$ cat src/hdl/isf_pkg.sv
// ----------------------------------------------------------------------------
// isf_pkg: shared types and constants of the image smooth/sharpen filter
// Configuration codes, filter modes, back end states and the weight lookup.
// ----------------------------------------------------------------------------
package isf_pkg;

    localparam int DEF_MAX_WIDTH  = 1024;
    localparam int DEF_MAX_RADIUS = 2;
    localparam int QUEUE_DEPTH    = 2;
    localparam int PIX_W          = 8;
    localparam int PIX_MAX        = 255;
    localparam int HEIGHT_W       = 16;
    localparam int IMGW_REG_W     = 11;
    localparam int WEIGHT_W       = 10;
    localparam int WEIGHT_MAX     = 1023;
    localparam int WEIGHTS_W      = 60;
    localparam int AMOUNT_W       = 12;
    localparam int CFG_IDX_W      = 3;
    localparam int PROD_W         = 21;
    localparam int SHARP_W        = 22;

    typedef enum logic [CFG_IDX_W-1:0] {
        CFG_FILTER_MODE    = 3'd0,
        CFG_KERNEL_RADIUS  = 3'd1,
        CFG_IMAGE_WIDTH    = 3'd2,
        CFG_IMAGE_HEIGHT   = 3'd3,
        CFG_GAUSS_WEIGHTS  = 3'd4,
        CFG_SHARPEN_AMOUNT = 3'd5
    } cfg_index_t;

    typedef enum logic [1:0] {
        MODE_MEAN    = 2'd0,
        MODE_GAUSS   = 2'd1,
        MODE_SHARPEN = 2'd2
    } filter_mode_t;

    typedef enum logic [2:0] {
        ST_IDLE,
        ST_TAPS,
        ST_DRAIN,
        ST_DIVIDE,
        ST_MULT,
        ST_FINISH
    } back_state_t;

    // effective settings seen by the back end
    typedef struct packed {
        logic [1:0]                 mode;
        logic [1:0]                 radius;
        logic [HEIGHT_W-1:0]        height;
        logic [WEIGHTS_W-1:0]       weights;
        logic signed [AMOUNT_W-1:0] amount;
    } isf_cfg_t;

    // weight for one squared-distance class, zero for classes without one
    function automatic logic [WEIGHT_W-1:0] isf_class_weight(
        input logic [4:0]           d2,
        input logic [WEIGHTS_W-1:0] w
    );
        logic [WEIGHT_W-1:0] r;
        case (d2)
            5'd0:    r = w[0  +: WEIGHT_W];
            5'd1:    r = w[10 +: WEIGHT_W];
            5'd2:    r = w[20 +: WEIGHT_W];
            5'd4:    r = w[30 +: WEIGHT_W];
            5'd5:    r = w[40 +: WEIGHT_W];
            5'd8:    r = w[50 +: WEIGHT_W];
            default: r = '0;
        endcase
        return r;
    endfunction

endpackage

$ cat src/hdl/isf_fifo.sv
// ----------------------------------------------------------------------------
// isf_fifo: short job queue between front and back end
// Register based first-in first-out store, depth from the package.
// ----------------------------------------------------------------------------
module isf_fifo
    import isf_pkg::*;
#(
    parameter int DATA_W = 32
) (
    input  logic              aclk,
    input  logic              aresetn,
    input  logic              push,
    input  logic [DATA_W-1:0] push_data,
    output logic              full,
    input  logic              pop,
    output logic              valid,
    output logic [DATA_W-1:0] pop_data
);

    localparam int PTR_W = (QUEUE_DEPTH > 1) ? $clog2(QUEUE_DEPTH) : 1;

    logic [DATA_W-1:0] slot_reg [QUEUE_DEPTH];
    logic [PTR_W-1:0]  wr_ptr_reg, rd_ptr_reg;
    logic [PTR_W:0]    count_reg;

    assign full     = (count_reg == (PTR_W+1)'(QUEUE_DEPTH));
    assign valid    = (count_reg != '0);
    assign pop_data = slot_reg[rd_ptr_reg];

    function automatic logic [PTR_W-1:0] bump(input logic [PTR_W-1:0] p);
        return (p == PTR_W'(QUEUE_DEPTH - 1)) ? '0 : p + PTR_W'(1);
    endfunction

    always_ff @(posedge aclk) begin
        if (!aresetn) begin
            wr_ptr_reg <= '0;
            rd_ptr_reg <= '0;
            count_reg  <= '0;
        end else begin
            if (push && !full) begin
                wr_ptr_reg <= bump(wr_ptr_reg);
            end
            if (pop && valid) begin
                rd_ptr_reg <= bump(rd_ptr_reg);
            end
            if ((push && !full) && !(pop && valid)) begin
                count_reg <= count_reg + (PTR_W+1)'(1);
            end else if (!(push && !full) && (pop && valid)) begin
                count_reg <= count_reg - (PTR_W+1)'(1);
            end
        end
    end

    always_ff @(posedge aclk) begin
        if (push && !full) begin
            slot_reg[wr_ptr_reg] <= push_data;
        end
    end

endmodule

$ cat config.mk
export PLATFORM = sky130hd
export DESIGN_NAME = isf_fifo
export DESIGN_NICKNAME = d
export VERILOG_FILES = /design/src/hdl/isf_pkg.sv /design/src/hdl/isf_fifo.sv
export SDC_FILE = /design/constraint.sdc
export NUM_CORES = 1
export LEC_CHECK = 0
export BUFFER_PORTS_ARGS = -buffer_cell sky130_fd_sc_hd__buf_4
export CELL_PAD_IN_SITES_DETAIL_PLACEMENT = 1
export CELL_PAD_IN_SITES_GLOBAL_PLACEMENT = 1
export CORE_MARGIN = 3
export CORE_UTILIZATION = 46
export DETAILED_ROUTE_END_ITERATION = 16
export GPL_TIMING_DRIVEN = 0
export PLACE_DENSITY = 0.9
export SLEW_MARGIN = 15
export SYNTH_ARGS = -nofsm -noshare
export SYNTH_HDL_FRONTEND = slang
export SYNTH_SLANG_ARGS = --single-unit
$ cat constraint.sdc
create_clock -name aclk -period 6.1 [get_ports aclk]
set_input_delay 0.61 -clock aclk [delete_from_list [all_inputs] [get_ports aclk]]
set_output_delay 0.61 -clock aclk [all_outputs]
set_load 0.03 [all_outputs]
# After elaboration in Yosys (flattened, before gate mapping)

Memory sizes are Yosys's and may differ from the RTL's. A register that Yosys moved wholly into a read port is not among the register bits.
Index checks and enable logic that the tools add are counted.

Flip-flop bits (word level): 4
Logic and storage cells: 26
Memory bits (writable): 64
Output and inout port bits: 34
Memories: 1
Input bits: 36

Memory list:

| memory   | depth | bits a word | rd ports | clocked after memory_dff | write ports | RTL line       | RTL |
|---|---|---|---|---|---|---|---|
| slot_reg | 2     | 32          | 1        | 1                        | 1           | isf_fifo.sv:22 | `logic [DATA_W-1:0] slot_reg [QUEUE_DEPTH];` |

$add $sub $neg: 4
Reductions and logical operators: 9
Eq/ne operators: 1
Multiplexer cells: 8

Operator list:

| operator              | count |
|---|---|
| $mux W1               | 6 |
| $logic_and A1 B1 Y1   | 4 |
| $mux W2               | 2 |
| $reduce_bool A2 Y1    | 2 |
| $logic_not A1 Y1      | 3 |
| $add A1 B1 Y1 const B | 2 |
| $add A2 B1 Y2 const B | 1 |
| $eq A2 B2 Y1 const B  | 1 |
| $sub A2 B1 Y2 const B | 1 |

# Longest topological paths before layout

Depth after elaboration: 7
Depth in mapped cells: 7
Mapped depth without buffers: 7

# Worst setup path after synthesis

Ideal clock, no wire load.

Kind: input to register
Start point: input port push
End point: memory slot_reg[0][0] (enable)
Required time: 5.683 ns
Setup slack: 3.698 ns
Path buffers: 0
Data arrival time: 1.985 ns
Cell stages on the path: 2
Cells stage by stage: inv_1 > nor3_2

Cells in the longest elaborated chain, start to end: 3

Ends and longest elaborated chain:

| what                          | RTL line       | RTL |
|---|---|---|
| start: declaration            | isf_fifo.sv:12 | `input logic push,` |
| $logic_and A1 B1 Y1           | isf_fifo.sv:55 | `if (push && !full) begin` |
| $mux W1                       | isf_fifo.sv:55 |  |
| $mux W1 (not written as such) | isf_fifo.sv:56 | `slot_reg[wr_ptr_reg] <= push_data;` |
| end: declaration              | isf_fifo.sv:22 |  |

Every way passes these cells.

==> summary.md <==
| Metric | Value |
|---|---|
| Core area | `0.005238 mm²` |
| Largest area contributor in the netlist | `edfxtp_1` |
| Status | `finished, final reports clean` |
| Worst Setup End Kind | `output port` |
| Metal3 WL | `297 µm` |
| Leak Pwr | `1.269 nW` |
| Fmax | `451.3 MHz` |
| Clock Sinks | `69` |
| GR Util All Layers | `0.1694` |
| Nets | `between 200 and 250` |
| # DRC | `0` |
| XOR/XNOR share of the synthesized area | `0.01035` |
| Root Driver | `clkbuf_8` |
| M1 wire length | `between 1.5 and 2 mm` |
| Critical Path AT | `1610 ps` |
| Cell count after synthesis | `around 130` |
| Share of the synthesized area in the top cell type | `0.7570` |
| Row count | `26` |
| Critical path peak fanout | `10` |
| Final worst path period share | `0.3632` |
| Placer Congestion | `0.6407` |
| Die area | `0.006446 mm²` |
| Largest family of logic cells by synthesized area | `multiplexers` |
| Final Setup Violations | `0` |
| DRT iter0 DRCs | `80` |
| Top_reg_cell synth | `edfxtp_1` |
| Layout area overhead | `31.44%` |
| Detail Placement HPWL | `3.650 mm` |
| DR top layer | `met4` |
| Total congestion overflow | `0` |
| Synth top area cells | `edfxtp_1 76%, mux2_2 12%, dfxtp_1 3.9%` |
| Worst slew margin | `0.4394` |
| PwrDens | `around 440 mW/mm²` |
| Port bufs | `69` |
| Layout cells sized above 1 | `0.5550` |
| Die Width | `80.29 µm` |
| Antenna violations before repair | `0` |
| Chip height | `around 80 µm` |
| RSZ-0062 raised after global routing | `false` |
| Power Total | `1.477 mW` |
| WL met2 | `2.886 mm` |
| DR vias/cell | `4.946` |
| Critical R2R Launch | `count_reg[0]` |
| Cts repair resizes | `0` |
| Compound-Gate Fraction of Synth Area | `0.01281` |
| Antenna Nets Post-Route | `0` |
| Pin count of the biggest net entering global routing | `33` |
| Final hold vios | `0` |
| I/O Pins | `70` |
| Wirelength per Cell | `~19 µm` |
| H-tree depth | `3` |
| Post-synthesis mux area share | `0.1419` |
| Number of synthesized flops with an enable pin | `64` |
| TNS Setup | `0 ps` |
| First-pass GRT wire length | `7.755 mm` |
| Post-Synth Adder-Cell Area | `0.004929` |
| Max Cap Violations | `0` |
| Final wirelength | `5.217 mm` |
| Least-Margin Pin Slew | `838.2 ps` |
| FFs w/ async S/R, synth | `0` |
| WP data required | `around 5500 ps` |
| Vias in the first global route | `1,524` |
| Seq cells post-synth | `69` |
| HP Start | `push_data[20]` |
| Mapped Nets | `162` |
| First-pass DRT Iterations | `5` |
| Syn_area_per_cell | `20.31 µm²` |
| Antenna diodes | `0` |
| Crit Path Category | `reg2out` |
| Synth Area in Simple Gates | `0.02267` |
| Max Slew Vio Count | `0` |
| Sequential fraction of the synthesis area | `0.7965` |
| Setup bufs post-CTS | `0` |
| CTS tree | `done` |
| Cell variety after synth | `22` |
| Startpoint Class | `register` |
| Area after DPL | `0.003167 mm²` |
| Type of the worst min-delay path | `in2reg` |
| Via Count | `between 1,000 and 1,500` |
| Latest clock arrival within the worst-skew pair | `320 ps` |
| Worst-path clk slew | `about 70 ps` |
| Flip-flop count of the largest register after layout | `64` |
| Final instance area | `0.003337 mm²` |
| Initial Utilization | `0.4847` |
| Ys Warns | `0` |
| Clk_skew | `9.670 ps` |
| Number of hold buffers added after CTS | `0` |
| Netlist Area Pre-Place | `0.002539 mm²` |
| CTS Buf Count | `9` |
| Final min period | `between 2000 and 2500 ps` |
| Max rail drop VDD | `0.0003105 V` |
| CTS Buffer Depth | `2` |
==> path summary, 6_finish.rpt <==
path,to,slack (ps),cells after the start
worst min-delay path,slot_reg[0][20],470,1
worst max-delay path,pop_data[29],3880,4
worst min register to register,count_reg[1],570,2
worst max register to register,slot_reg[0][0],4150,4
==> power by group <==
part | internal, mW | total (mW) | switching [mW]
clock | 0.183 | 0.331 | 0.148
combinational | 0.214 | 0.525 | 0.311
sequential | 0.597 | 0.621 | 0.0242
total | 0.994 | 1.48 | 0.483
==> routing by layer <==
layer	global-route usage	vias up
met5	0	-
met4	0.07095	0
met3	0.04148	7
met2	0.3162	48
met1	0.1798	683
li1	-	642
==> kinds of logic after synthesis <==
group,Yosys count
compound gates,5
xor+xnor,3
fa+ha+maj,1
buf+inv,6
flops,69
mux,32
simple gates,9
==> synthesized netlist by cell type (2+ instances only) <==
cell type,n
mux2_2,27
edfxtp_1,64
and2_1,3
mux2_1,5
buf_2,4
xnor2_1,2
dfxtp_1,5
==> metrics by stage <==
stage | setup WS [ps] | utilization | hold WS (ps) | cells
after global placement | 3059 | 0.6003 | 488.2 | 264
final | 3884 | 0.6371 | 472.0 | 279
after CTS | 3862 | 0.6371 | 449.4 | 279
after global routing | 3805 | 0.6371 | 444.5 | 279
after detailed placement | 4011 | 0.6046 | 585.9 | 265
after floorplan | 3698 | - | 478.5 | 125
==> layout make-up <==
| type | count | area (µm²) |
|---|---|---|
| clock inverters | 3 | 38.79 |
| well taps | 70 | 87.58 |
| multi-input cells | 50 | 496.7 |
| fillers | 481 | 1901 |
| repair buffers | 70 | 533.0 |
| clock buffers | 11 | 131.4 |
| inverters | 2 | 7.507 |
| plain buffers | 4 | 20.02 |
| flip-flops and latches | 69 | 2022 |
==> cells in the final DEF, fill, tap and decap left out, types with 2 or more instances in the layout <==
cell	Yosys	layout
clkbuf_8	0	9
dfxtp_1	5	5
mux2_2	27	27
edfxtp_1	64	64
mux2_1	5	5
and2_1	3	3
buf_4	0	69
xnor2_1	2	2
clkbuf_1	0	2
buf_2	4	4
==> critical path, cell delays in order (launching register included) <==
cell and delay, ps:
dfxtp_1 310, buf_2 150, buf_2 270, mux2_2 390, buf_4 170
No activity file was read; power rests on OpenSTA's default activity.
