## src/hdl/isf_pkg.sv

```systemverilog
// ----------------------------------------------------------------------------
// isf_pkg: shared types and constants of the image smooth/sharpen filter
// Configuration codes, filter modes, back end states and the weight lookup.
// ----------------------------------------------------------------------------
package isf_pkg;

    localparam int DEF_MAX_WIDTH  = 1024;
    localparam int DEF_MAX_RADIUS = 2;
    localparam int QUEUE_DEPTH    = 2;
    localparam int PIX_W          = 8;
    localparam int PIX_MAX        = 255;
    localparam int HEIGHT_W       = 16;
    localparam int IMGW_REG_W     = 11;
    localparam int WEIGHT_W       = 10;
    localparam int WEIGHT_MAX     = 1023;
    localparam int WEIGHTS_W      = 60;
    localparam int AMOUNT_W       = 12;
    localparam int CFG_IDX_W      = 3;
    localparam int PROD_W         = 21;
    localparam int SHARP_W        = 22;

    typedef enum logic [CFG_IDX_W-1:0] {
        CFG_FILTER_MODE    = 3'd0,
        CFG_KERNEL_RADIUS  = 3'd1,
        CFG_IMAGE_WIDTH    = 3'd2,
        CFG_IMAGE_HEIGHT   = 3'd3,
        CFG_GAUSS_WEIGHTS  = 3'd4,
        CFG_SHARPEN_AMOUNT = 3'd5
    } cfg_index_t;

    typedef enum logic [1:0] {
        MODE_MEAN    = 2'd0,
        MODE_GAUSS   = 2'd1,
        MODE_SHARPEN = 2'd2
    } filter_mode_t;

    typedef enum logic [2:0] {
        ST_IDLE,
        ST_TAPS,
        ST_DRAIN,
        ST_DIVIDE,
        ST_MULT,
        ST_FINISH
    } back_state_t;

    // effective settings seen by the back end
    typedef struct packed {
        logic [1:0]                 mode;
        logic [1:0]                 radius;
        logic [HEIGHT_W-1:0]        height;
        logic [WEIGHTS_W-1:0]       weights;
        logic signed [AMOUNT_W-1:0] amount;
    } isf_cfg_t;

    // weight for one squared-distance class, zero for classes without one
    function automatic logic [WEIGHT_W-1:0] isf_class_weight(
        input logic [4:0]           d2,
        input logic [WEIGHTS_W-1:0] w
    );
        logic [WEIGHT_W-1:0] r;
        case (d2)
            5'd0:    r = w[0  +: WEIGHT_W];
            5'd1:    r = w[10 +: WEIGHT_W];
            5'd2:    r = w[20 +: WEIGHT_W];
            5'd4:    r = w[30 +: WEIGHT_W];
            5'd5:    r = w[40 +: WEIGHT_W];
            5'd8:    r = w[50 +: WEIGHT_W];
            default: r = '0;
        endcase
        return r;
    endfunction

endpackage

```

## src/hdl/isf_front.sv

```systemverilog
// ----------------------------------------------------------------------------
// isf_front: input side, configuration and output scheduling
// Holds the settings, writes pixels into the ring store and decides which
// item releases an output; each released output becomes a queued job.
// ----------------------------------------------------------------------------
module isf_front
    import isf_pkg::*;
#(
    parameter int MAX_WIDTH  = DEF_MAX_WIDTH,
    parameter int MAX_RADIUS = DEF_MAX_RADIUS,
    localparam int STORE_DEPTH = 2 * (MAX_RADIUS * MAX_WIDTH + MAX_RADIUS) + 2,
    localparam int ADDR_W      = $clog2(STORE_DEPTH),
    localparam int WID_W       = $clog2(MAX_WIDTH + 1),
    localparam int COL_W       = $clog2(MAX_WIDTH)
) (
    input  logic                 aclk,
    input  logic                 aresetn,
    input  logic                 s_tvalid,
    output logic                 s_tready,
    input  logic [PIX_W-1:0]     s_tdata,     // [7:0] pixel_value
    input  logic                 s_tuser,     // [0] flush
    input  logic                 cfg_valid,
    output logic                 cfg_ready,
    input  logic [CFG_IDX_W-1:0] cfg_index,
    input  logic [WEIGHTS_W-1:0] cfg_data,
    output isf_cfg_t             cfg,
    output logic [WID_W-1:0]     cfg_width,
    output logic                 wr_en,
    output logic [ADDR_W-1:0]    wr_addr,
    output logic [PIX_W-1:0]     wr_data,
    input  logic                 job_full,
    output logic                 job_push,
    output logic [ADDR_W-1:0]    job_center,
    output logic [HEIGHT_W-1:0]  job_row,
    output logic [COL_W-1:0]     job_col,
    output logic                 job_last
);

    logic [1:0]                 mode_reg;
    logic [1:0]                 radius_reg;
    logic [IMGW_REG_W-1:0]      width_reg;
    logic [HEIGHT_W-1:0]        height_reg;
    logic [WEIGHTS_W-1:0]       weights_reg;
    logic signed [AMOUNT_W-1:0] amount_reg;

    logic [ADDR_W-1:0]   wr_ptr_reg, pend_reg;
    logic [HEIGHT_W-1:0] orow_reg;
    logic [COL_W-1:0]    ocol_reg;

    logic [1:0]          eff_r;
    logic [WID_W-1:0]    eff_w;
    logic [HEIGHT_W-1:0] eff_h;
    logic                accept, has_pix, emit, cfg_we;
    logic [ADDR_W-1:0]   pend_after, wr_after, need;
    logic [HEIGHT_W-1:0] rows_left;
    logic [WID_W-1:0]    cols_left;
    logic [1:0]          dr, dc;
    logic                col_wrap, row_wrap;

    assign eff_r = (32'(radius_reg) > MAX_RADIUS) ? 2'(MAX_RADIUS) : radius_reg;
    assign eff_h = (height_reg == '0) ? HEIGHT_W'(1) : height_reg;

    always_comb begin
        if (width_reg == '0) begin
            eff_w = WID_W'(1);
        end else if (32'(width_reg) > MAX_WIDTH) begin
            eff_w = WID_W'(MAX_WIDTH);
        end else begin
            eff_w = WID_W'(width_reg);
        end
    end

    assign cfg.mode    = mode_reg;
    assign cfg.radius  = eff_r;
    assign cfg.height  = eff_h;
    assign cfg.weights = weights_reg;
    assign cfg.amount  = amount_reg;
    assign cfg_width   = eff_w;

    assign cfg_ready = 1'b1;
    assign cfg_we    = cfg_valid && cfg_ready;
    assign s_tready  = !job_full;
    assign accept    = s_tvalid && s_tready;
    assign has_pix   = !s_tuser;

    assign pend_after = pend_reg + ADDR_W'(has_pix);
    assign wr_after   = wr_ptr_reg + ADDR_W'(has_pix);

    // window reach below and to the right, clipped at the image border
    assign rows_left = (eff_h - HEIGHT_W'(1)) - orow_reg;
    assign cols_left = (eff_w - WID_W'(1)) - WID_W'(ocol_reg);
    assign dr = (HEIGHT_W'(eff_r) > rows_left) ? rows_left[1:0] : eff_r;
    assign dc = (WID_W'(eff_r) > cols_left) ? cols_left[1:0] : eff_r;
    assign need = ADDR_W'(dr) * ADDR_W'(eff_w) + ADDR_W'(dc) + ADDR_W'(1);
    assign emit = (pend_after >= need);

    assign col_wrap = (WID_W'(ocol_reg) + WID_W'(1) >= eff_w);
    assign row_wrap = ((HEIGHT_W+1)'(orow_reg) + (HEIGHT_W+1)'(1) >= (HEIGHT_W+1)'(eff_h));

    assign wr_en   = accept && has_pix;
    assign wr_addr = wr_ptr_reg;
    assign wr_data = s_tdata;

    assign job_push   = accept && emit;
    assign job_center = wr_after - pend_after;
    assign job_row    = orow_reg;
    assign job_col    = ocol_reg;
    assign job_last   = (orow_reg == eff_h - HEIGHT_W'(1)) &&
                        (WID_W'(ocol_reg) == eff_w - WID_W'(1));

    always_ff @(posedge aclk) begin
        if (!aresetn) begin
            mode_reg    <= MODE_MEAN;
            radius_reg  <= 2'd1;
            width_reg   <= IMGW_REG_W'(1024);
            height_reg  <= HEIGHT_W'(1024);
            weights_reg <= '0;
            amount_reg  <= AMOUNT_W'(256);
            wr_ptr_reg  <= '0;
            pend_reg    <= '0;
            orow_reg    <= '0;
            ocol_reg    <= '0;
        end else begin
            if (accept) begin
                wr_ptr_reg <= wr_after;
                pend_reg   <= pend_after - ADDR_W'(emit);
                if (emit) begin
                    if (col_wrap) begin
                        ocol_reg <= '0;
                        orow_reg <= row_wrap ? '0 : orow_reg + HEIGHT_W'(1);
                    end else begin
                        ocol_reg <= ocol_reg + COL_W'(1);
                    end
                end
            end
            if (cfg_we) begin
                case (cfg_index_t'(cfg_index))
                    CFG_FILTER_MODE: begin
                        mode_reg <= cfg_data[1:0];
                    end
                    CFG_KERNEL_RADIUS: begin
                        radius_reg <= cfg_data[1:0];
                        pend_reg   <= '0;
                        orow_reg   <= '0;
                        ocol_reg   <= '0;
                    end
                    CFG_IMAGE_WIDTH: begin
                        width_reg <= cfg_data[IMGW_REG_W-1:0];
                        pend_reg  <= '0;
                        orow_reg  <= '0;
                        ocol_reg  <= '0;
                    end
                    CFG_IMAGE_HEIGHT: begin
                        height_reg <= cfg_data[HEIGHT_W-1:0];
                        pend_reg   <= '0;
                        orow_reg   <= '0;
                        ocol_reg   <= '0;
                    end
                    CFG_GAUSS_WEIGHTS: begin
                        weights_reg <= cfg_data;
                    end
                    CFG_SHARPEN_AMOUNT: begin
                        amount_reg <= $signed(cfg_data[AMOUNT_W-1:0]);
                    end
                    default: begin
                    end
                endcase
            end
        end
    end

endmodule

```

## config.mk

```make
export PLATFORM = sky130hd
export DESIGN_NAME = isf_front
export DESIGN_NICKNAME = d
export VERILOG_FILES = /design/src/hdl/isf_pkg.sv /design/src/hdl/isf_front.sv
export SDC_FILE = /design/constraint.sdc
export NUM_CORES = 1
export LEC_CHECK = 0
export ABC_AREA = 1
export BUFFER_PORTS_ARGS = -buffer_cell sky130_fd_sc_hd__buf_2
export CAP_MARGIN = 40
export CORE_MARGIN = 2
export CORE_UTILIZATION = 35
export DETAILED_ROUTE_END_ITERATION = 8
export REMOVE_ABC_BUFFERS = 1
export SYNTH_ARGS = -nofsm -noshare
export SYNTH_HDL_FRONTEND = slang
export SYNTH_SLANG_ARGS = --single-unit
```

## constraint.sdc

```tcl
create_clock -name aclk -period 9.7 [get_ports aclk]
set_input_delay 0 -clock aclk [delete_from_list [all_inputs] [get_ports aclk]]
set_output_delay 0 -clock aclk [all_outputs]
set_load 0.05 [all_outputs]
```

# [After elaboration in Yosys (flattened, before gate mapping)]
# Index checks and enable logic that the tools add are counted.
[totals] ff_bits=155 latch_bits=0 ramBits=0 romBits=0 input_bits=77 output_inout_bits=168 elab_cells=75 memories=0
[classes] addsub=14 multipliers=1 div=0 order_cmp=7 n_eq_ne=7 shifts=0 mux=20 bitwise_logic=0 n_reduce_logical=16
[ops] op="16-bit 2-to-1 mux" n=7
[ops] op="10-bit 2-to-1 mux" n=5
[ops] op="13-bit 2-to-1 mux" n=3
[ops] op="13-bit by 1-bit adder with 13-bit output" n=2
[ops] op="11-bit 2-to-1 mux" n=2
[ops] op="16-bit by 1-bit adder with 17-bit output (second input constant)" n=1
[ops] op="17-bit by 16-bit >= comparator with 1-bit output" n=1
[ops] op="16-bit by 1-bit adder with 16-bit output (second input constant)" n=1
[ops] op="16-bit == test" n=1
[ops] op="2-bit by 16-bit greater-than comparator with 1-bit output" n=1
[ops] op="16-bit zero test" n=1
[ops] op="16-bit by 1-bit subtractor with 16-bit output (second input constant)" n=1
[ops] op="16-bit subtractor" n=1
[ops] op="13-bit by 1-bit adder with 13-bit output (second input constant)" n=1
[ops] op="13-bit by 2-bit adder with 13-bit output" n=1
[ops] op="13-bit >= comparator" n=1
[ops] op="2-bit by 11-bit multiplier with 13-bit output" n=1
[ops] op="13-bit by 1-bit subtractor with 13-bit output" n=1
[ops] op="13-bit subtractor" n=1
[ops] op="2-bit AND reduction" n=6
[ops] op="10-bit by 1-bit adder with 11-bit output (second input constant)" n=1
[ops] op="10-bit by 11-bit == test with 1-bit output" n=1
[ops] op="11-bit >= comparator" n=1
[ops] op="11-bit greater-than comparator (second input constant)" n=1
[ops] op="other kinds (14)" n=22

# [Longest topological paths before layout]
[depth] word_depth=14 depth_mapped=56 ltp_nobuf=55

# [Worst setup path before layout]
# OpenSTA, ideal clock, no wires.
[synth_path] kind="flip-flop to flip-flop" startpoint="register width_reg[8]" endpoint="register pend_reg[9]" setup_time_ns=0.116 arrival_ns=7.743 required_time_ns=9.584 slack_ns=1.841 stages_incl_launch_ff=52 n_path_buf=0 synth_period_minus_slack_ns=7.859 cell_sequence="dfxtp_1 -> nor2_1 -> nand4_1 -> o21ai_4 -> inv_1 -> nor2_1 -> inv_1 -> ha_1 -> xor2_1 -> ha_1 -> nand2_1 -> o21ai_0 -> nand2_1 -> nand3_1 -> xnor2_1 -> nand2_1 -> nor2_1 -> nand3_1 -> [16 not listed] -> nor2_1 -> nand2_1 -> o211a_1 -> nand3_1 -> ha_1 -> inv_1 -> nor2_1 -> nand2_1 -> nor2_4 -> inv_2 -> nor2_4 -> nand3_2 -> nor2_2 -> inv_1 -> nand2_1 -> nand3_1 -> o211ai_1 -> inv_1"
[synth_between] elab_chain_len=14 elab_cells_between_ends=16 classes_between="add/sub: 5; mul: 1; order compare: 3; mux: 6; reduce/logical: 1"
[synth_lines] item="start: declaration" line_no="isf_front.sv:41" source="logic [IMGW_REG_W-1:0] width_reg;"
[synth_lines] item="start signal: assignment" line_no="isf_front.sv:148" source="width_reg <= cfg_data[IMGW_REG_W-1:0];"
[synth_lines] item="11-bit greater-than comparator" line_no="isf_front.sv:66" source="end else if (32'(width_reg) > MAX_WIDTH) begin"
[synth_lines] item="11-bit 2-to-1 mux" line_no="isf_front.sv:66"
[synth_lines] item="11-bit 2-to-1 mux (*)" line_no="isf_front.sv:64" source="if (width_reg == '0) begin"
[synth_lines] item="named net cfg_width[1]" line_no="isf_front.sv:27" source="output logic [WID_W-1:0] cfg_width,"
[synth_lines] item="11-bit by 1-bit subtractor with 11-bit output" line_no="isf_front.sv:91" source="assign cols_left = (eff_w - WID_W'(1)) - WID_W'(ocol_reg);"
[synth_lines] item="11-bit by 10-bit subtractor with 11-bit output" line_no="isf_front.sv:91"
[synth_lines] item="2-bit by 11-bit greater-than comparator with 1-bit output" line_no="isf_front.sv:93" source="assign dc = (WID_W'(eff_r) > cols_left) ? cols_left[1:0] : eff_r;"
[synth_lines] item="2-bit 2-to-1 mux" line_no="isf_front.sv:93"
[synth_lines] item="13-bit by 2-bit adder with 13-bit output (*)" line_no="isf_front.sv:94" source="assign need = ADDR_W'(dr) * ADDR_W'(eff_w) + ADDR_W'(dc) + ADDR_W'(1);"
[synth_lines] item="13-bit by 1-bit adder with 13-bit output (*)" line_no="isf_front.sv:94"
[synth_lines] item="13-bit >= comparator (*)" line_no="isf_front.sv:95" source="assign emit = (pend_after >= need);"
[synth_lines] item="13-bit by 1-bit subtractor with 13-bit output (*)" line_no="isf_front.sv:126" source="pend_reg <= pend_after - ADDR_W'(emit);"
[synth_lines] item="13-bit 2-to-1 mux (*)" line_no="isf_front.sv:124" source="if (accept) begin"
[synth_lines] item="13-bit 2-to-1 mux" line_no="isf_front.sv:137" source="case (cfg_index_t'(cfg_index))"
[synth_lines] item="13-bit 2-to-1 mux (*)" line_no="isf_front.sv:136" source="if (cfg_we) begin"
[synth_lines] item="end signal: assignment" line_no="isf_front.sv:126"
[synth_lines] item="end: declaration" line_no="isf_front.sv:46" source="logic [ADDR_W-1:0] wr_ptr_reg, pend_reg;"
# Mark *: on every way through the listed nets, which the timed path passes. The rest lies on a longest branch.
# A chain may end at the register's enable or synchronous reset.

# [Worst setup path in the final report]
[layout_path] startpoint="register height_reg[6]" endpoint="register orow_reg[3] (netlist: job_row[3])"
[layout_between] elab_chain_len=14 elab_cells_between_ends=17 classes_between="add/sub: 4; mul: 1; order compare: 3; mux: 8; reduce/logical: 1"
[layout_lines] item="start: declaration" line_no="isf_front.sv:42" source="logic [HEIGHT_W-1:0] height_reg;"
[layout_lines] item="start signal: assignment" line_no="isf_front.sv:154" source="height_reg <= cfg_data[HEIGHT_W-1:0];"
[layout_lines] item="16-bit zero test" line_no="isf_front.sv:61" source="assign eff_h = (height_reg == '0) ? HEIGHT_W'(1) : height_reg;"
[layout_lines] item="16-bit 2-to-1 mux (*)" line_no="isf_front.sv:61"
[layout_lines] item="16-bit by 1-bit subtractor with 16-bit output" line_no="isf_front.sv:90" source="assign rows_left = (eff_h - HEIGHT_W'(1)) - orow_reg;"
[layout_lines] item="16-bit subtractor" line_no="isf_front.sv:90"
[layout_lines] item="2-bit by 16-bit greater-than comparator with 1-bit output" line_no="isf_front.sv:92" source="assign dr = (HEIGHT_W'(eff_r) > rows_left) ? rows_left[1:0] : eff_r;"
[layout_lines] item="2-bit 2-to-1 mux" line_no="isf_front.sv:92"
[layout_lines] item="2-bit by 11-bit multiplier with 13-bit output" line_no="isf_front.sv:94"
[layout_lines] item="13-bit by 2-bit adder with 13-bit output" line_no="isf_front.sv:94"
[layout_lines] item="13-bit by 1-bit adder with 13-bit output" line_no="isf_front.sv:94"
[layout_lines] item="13-bit >= comparator" line_no="isf_front.sv:95"
[layout_lines] item="16-bit 2-to-1 mux (*)" line_no="isf_front.sv:127" source="if (emit) begin"
[layout_lines] item="16-bit 2-to-1 mux (*)" line_no="isf_front.sv:124"
[layout_lines] item="16-bit 2-to-1 mux" line_no="isf_front.sv:137"
[layout_lines] item="16-bit 2-to-1 mux (*)" line_no="isf_front.sv:136"
[layout_lines] item="end signal: assignment" line_no="isf_front.sv:130" source="orow_reg <= row_wrap ? '0 : orow_reg + HEIGHT_W'(1);"
[layout_lines] item="end: declaration" line_no="isf_front.sv:47" source="logic [HEIGHT_W-1:0] orow_reg;"
# Mark *: on every way between the ends. The rest lies on a longest branch, timed or not.

==> impl_metrics.ini <==
[outcome]
status = completed

[sta]
setup_viol = 0
hold_violations = 0
rsz0062_at_grt = no
fin_crit_sh_pct = 84.26
finClkSkew_ns = 0.01062
worst_slew_pin_slew_ns = 0.8194
timing.fmax_mhz = 122.3
period_needed_ns = 8.173
tns_ns = 0
slew_headroom_pct = 44.95
report.final.slew_viol_count = 0

[power_and_ir_drop]
p_leak_nw = 7.075
p_per_area_nw_per_um2 = 149.7
max-vdd-ir-drop_mv = 0.1447

[layout]
fin_util_pct = 43.93
fin_nets = 2062
syn_to_final_growth_pct = 23.31
drive_gt1_share_pct = 17.64
nFillCells = 3223
largest_register_ffs = 60
antennaDiodeCount = 0

[floorplan]
dieHeight_um = 183.2
fp.coreArea_um2 = 31560
die_w_um = 183.2
initial_core_util_pct = 35.62
dieArea_um2 = 33570
row_count = 65
ios = 245

[setup_path]
end_kind = register
crit_required_ns = 10.06
cp_slowest_cell = fa_1
cp.arrival_ns = 8.54
max_stage_delay_ns = 0.55
crit_fanout = 31
regToRegStartpoint = height_reg[6]$_SDFFE_PN0P_
critPathLaunchType = register
reg2reg_slack_ns = 1.53
critPathBufInv = 5
timing.rr.end = job_row[3]$_SDFF_PN0_
crit_family = simple AND/OR/NAND/NOR gates
crit_top_cell = nand2_1
r2r_cells = 46
critPathKind = register to register

[yosys]
ys_top_cells_by_count = nor2_1, inv_1, nand2_1
synth_cells = 1629
netlist.area_leader.share_pct = 27.60
yosys.area.top_type = dfxtp_1
yosys_register_bits = 155
yosys_warnings = 0
yosysMostFrequentCell = nor2_1
synth-edff-count = 0
ys_seq_area_share_pct = 27.60
syn-cell-area_um2 = 11240
async_flop_share_pct = 0
yosysUniqueCellTypes = 55
netlist_top_cells_area = dfxtp_1, ha_1, nor2_1, o21ai_0, inv_1
syn-mean-instance-area_um2 = 6.900
synth_top_flop_cell = dfxtp_1

[clock_tree]
insertion_delay_ns = 0.44
cts_tree = built
cts.clk_slew.worst_paths_ns = 0.06
cts-resized-gates = 0
clkSinkCount = 155
h-tree-depth = 4
numCtsBuffers = 17
clockBufferDepth = 2
cts_root_buffer = clkbuf_16
cts_setup_buffers = 0

[global_routing]
grt_pass1_vias = 11110
grt_usage_pct = 20.59
grt_pass1_wl_mm = 55.59
grt_max_degree = 104
grt.overflow.total = 0
antenna_found_initial = 0

[worst_hold_path]
hp-class = input port to output pin
whs_endpoint = wr_data[0]
hold_depth = 0
hp-start = s_tdata[0]

[placement]
gp_congestion = 0.9443
port_buffers = 227
dp_hpwl_mm = 25.97

[route]
firstDrtPassIters = 6
vias_per_cell = 4.972
vias = 11360
postRouteAntennaNets = 0
drt_iter0_drc = 484
drc = 0
wire_per_inst_um = 15.01
drt_wl_total_mm = 34.27

[job]
maxCapViolCount = 0
[worst register-to-register path, delay by kind of cell, from the launching register on]
family | cells | cell delay (ns)
AOI/OAI and AO/OA | 11 | 1.72
xor gates and xnor gates | 1 | 0.25
adders and majority gates | 4 | 1.65
buffers and inverters | 5 | 0.78
DFF | 1 | 0.35
and+or+nand+nor | 25 | 3.36
[layout by cell type, fill, tap and decap left out, drive strengths merged, types with 6 or more instances in the layout]
cell	instances
nor2	279
dlygate4sd3	64
nand4	31
xor2	72
o21ai	167
nand2	203
a211oi	10
nor3	32
buf	234
a21oi	134
nand3	82
o211ai	7
dfxtp	155
inv	211
a21o	6
xnor2	12
ha	109
clkbuf	21
[worst max-delay path by stage]
stage	startpoint	endpoint	slack, ns	depth (start not counted)
final	height_reg[6]$_SDFFE_PN0P_	job_row[3]$_SDFF_PN0_	1.53	46
after global routing	height_reg[6]$_SDFFE_PN0P_	job_row[9]$_SDFF_PN0_	0.57	46
after CTS	height_reg[6]$_SDFFE_PN0P_	job_row[1]$_SDFF_PN0_	1.50	47
after detailed placement	height_reg[6]$_SDFFE_PN0P_	job_row[1]$_SDFF_PN0_	1.52	47
after global placement	height_reg[6]$_SDFFE_PN0P_	job_row[1]$_SDFF_PN0_	1.66	47
after floorplan	width_reg[8]$_SDFFE_PN0P_	job_row[10]$_SDFF_PN0_	1.76	43
[where the power goes]
part | leakage [nW] | internal (mW) | switching (mW)
clock | 0.292 | 0.425 | 0.291
combinational | 5.52 | 0.218 | 0.461
sequential | 1.26 | 0.661 | 0.0193
total | 7.07 | 1.30 | 0.771
[metrics by stage]
step | instance area (um^2) | cells | setup slack, ns | total power [mW] | hold slack, ns
finish | 13860 | 2284 | 1.527 | 2.075 | 0.0003545
global route | 13860 | 2284 | 0.5663 | 2.186 | 0.0003212
CTS | 13860 | 2284 | 1.504 | 2.093 | 0.0005465
detailed placement | 12610 | 2190 | 1.515 | 1.348 | 0.0005465
global placement | 12590 | 2189 | 1.664 | 1.343 | 0.0005465
floorplan | 10890 | 1554 | 1.755 | 1.187 | 0
[metal layers]
metal / track usage, % / wire length, um / share of wire (%) / vias up
met1: 24.94 / 15060 / 44 / 5125
met3: 5.322 / 2397 / 7.0 / 43
met4: 7.424 / 776 / 2.3 / 0
li1: - / - / - / 5828
met2: 35.17 / 16040 / 47 / 361
met5: 0 / 0 / 0 / -
[final cells by class]
type	count	area [um^2]	area share, %
Tap cell	402	503.0	3.629
Timing Repair Buffer	298	1849	13.34
Clock buffer	21	470.5	3.394
Inverter	210	788.3	5.687
Sequential cell	155	3103	22.39
Clock inverter	9	136.4	0.9839
Multi-Input combinational cell	1189	7010	50.58
[logic make-up after synthesis]
kind of cell	share of synthesized area, %
compound gates	16.85
other cells	0.03336
buf+inv	10.10
flops	27.60
xor+xnor	6.745
fa+ha+maj	13.02
simple gates	25.65
[timing repair]
| item | in CTS | in global routing |
|---|---|---|
| hold buffers | 64 | 0 |
| endpoints found under the setup margin | 0 | 0 |
| endpoints found under the hold margin | 110 | 0 |
Note: power is estimated with default switching activity, not from simulation.
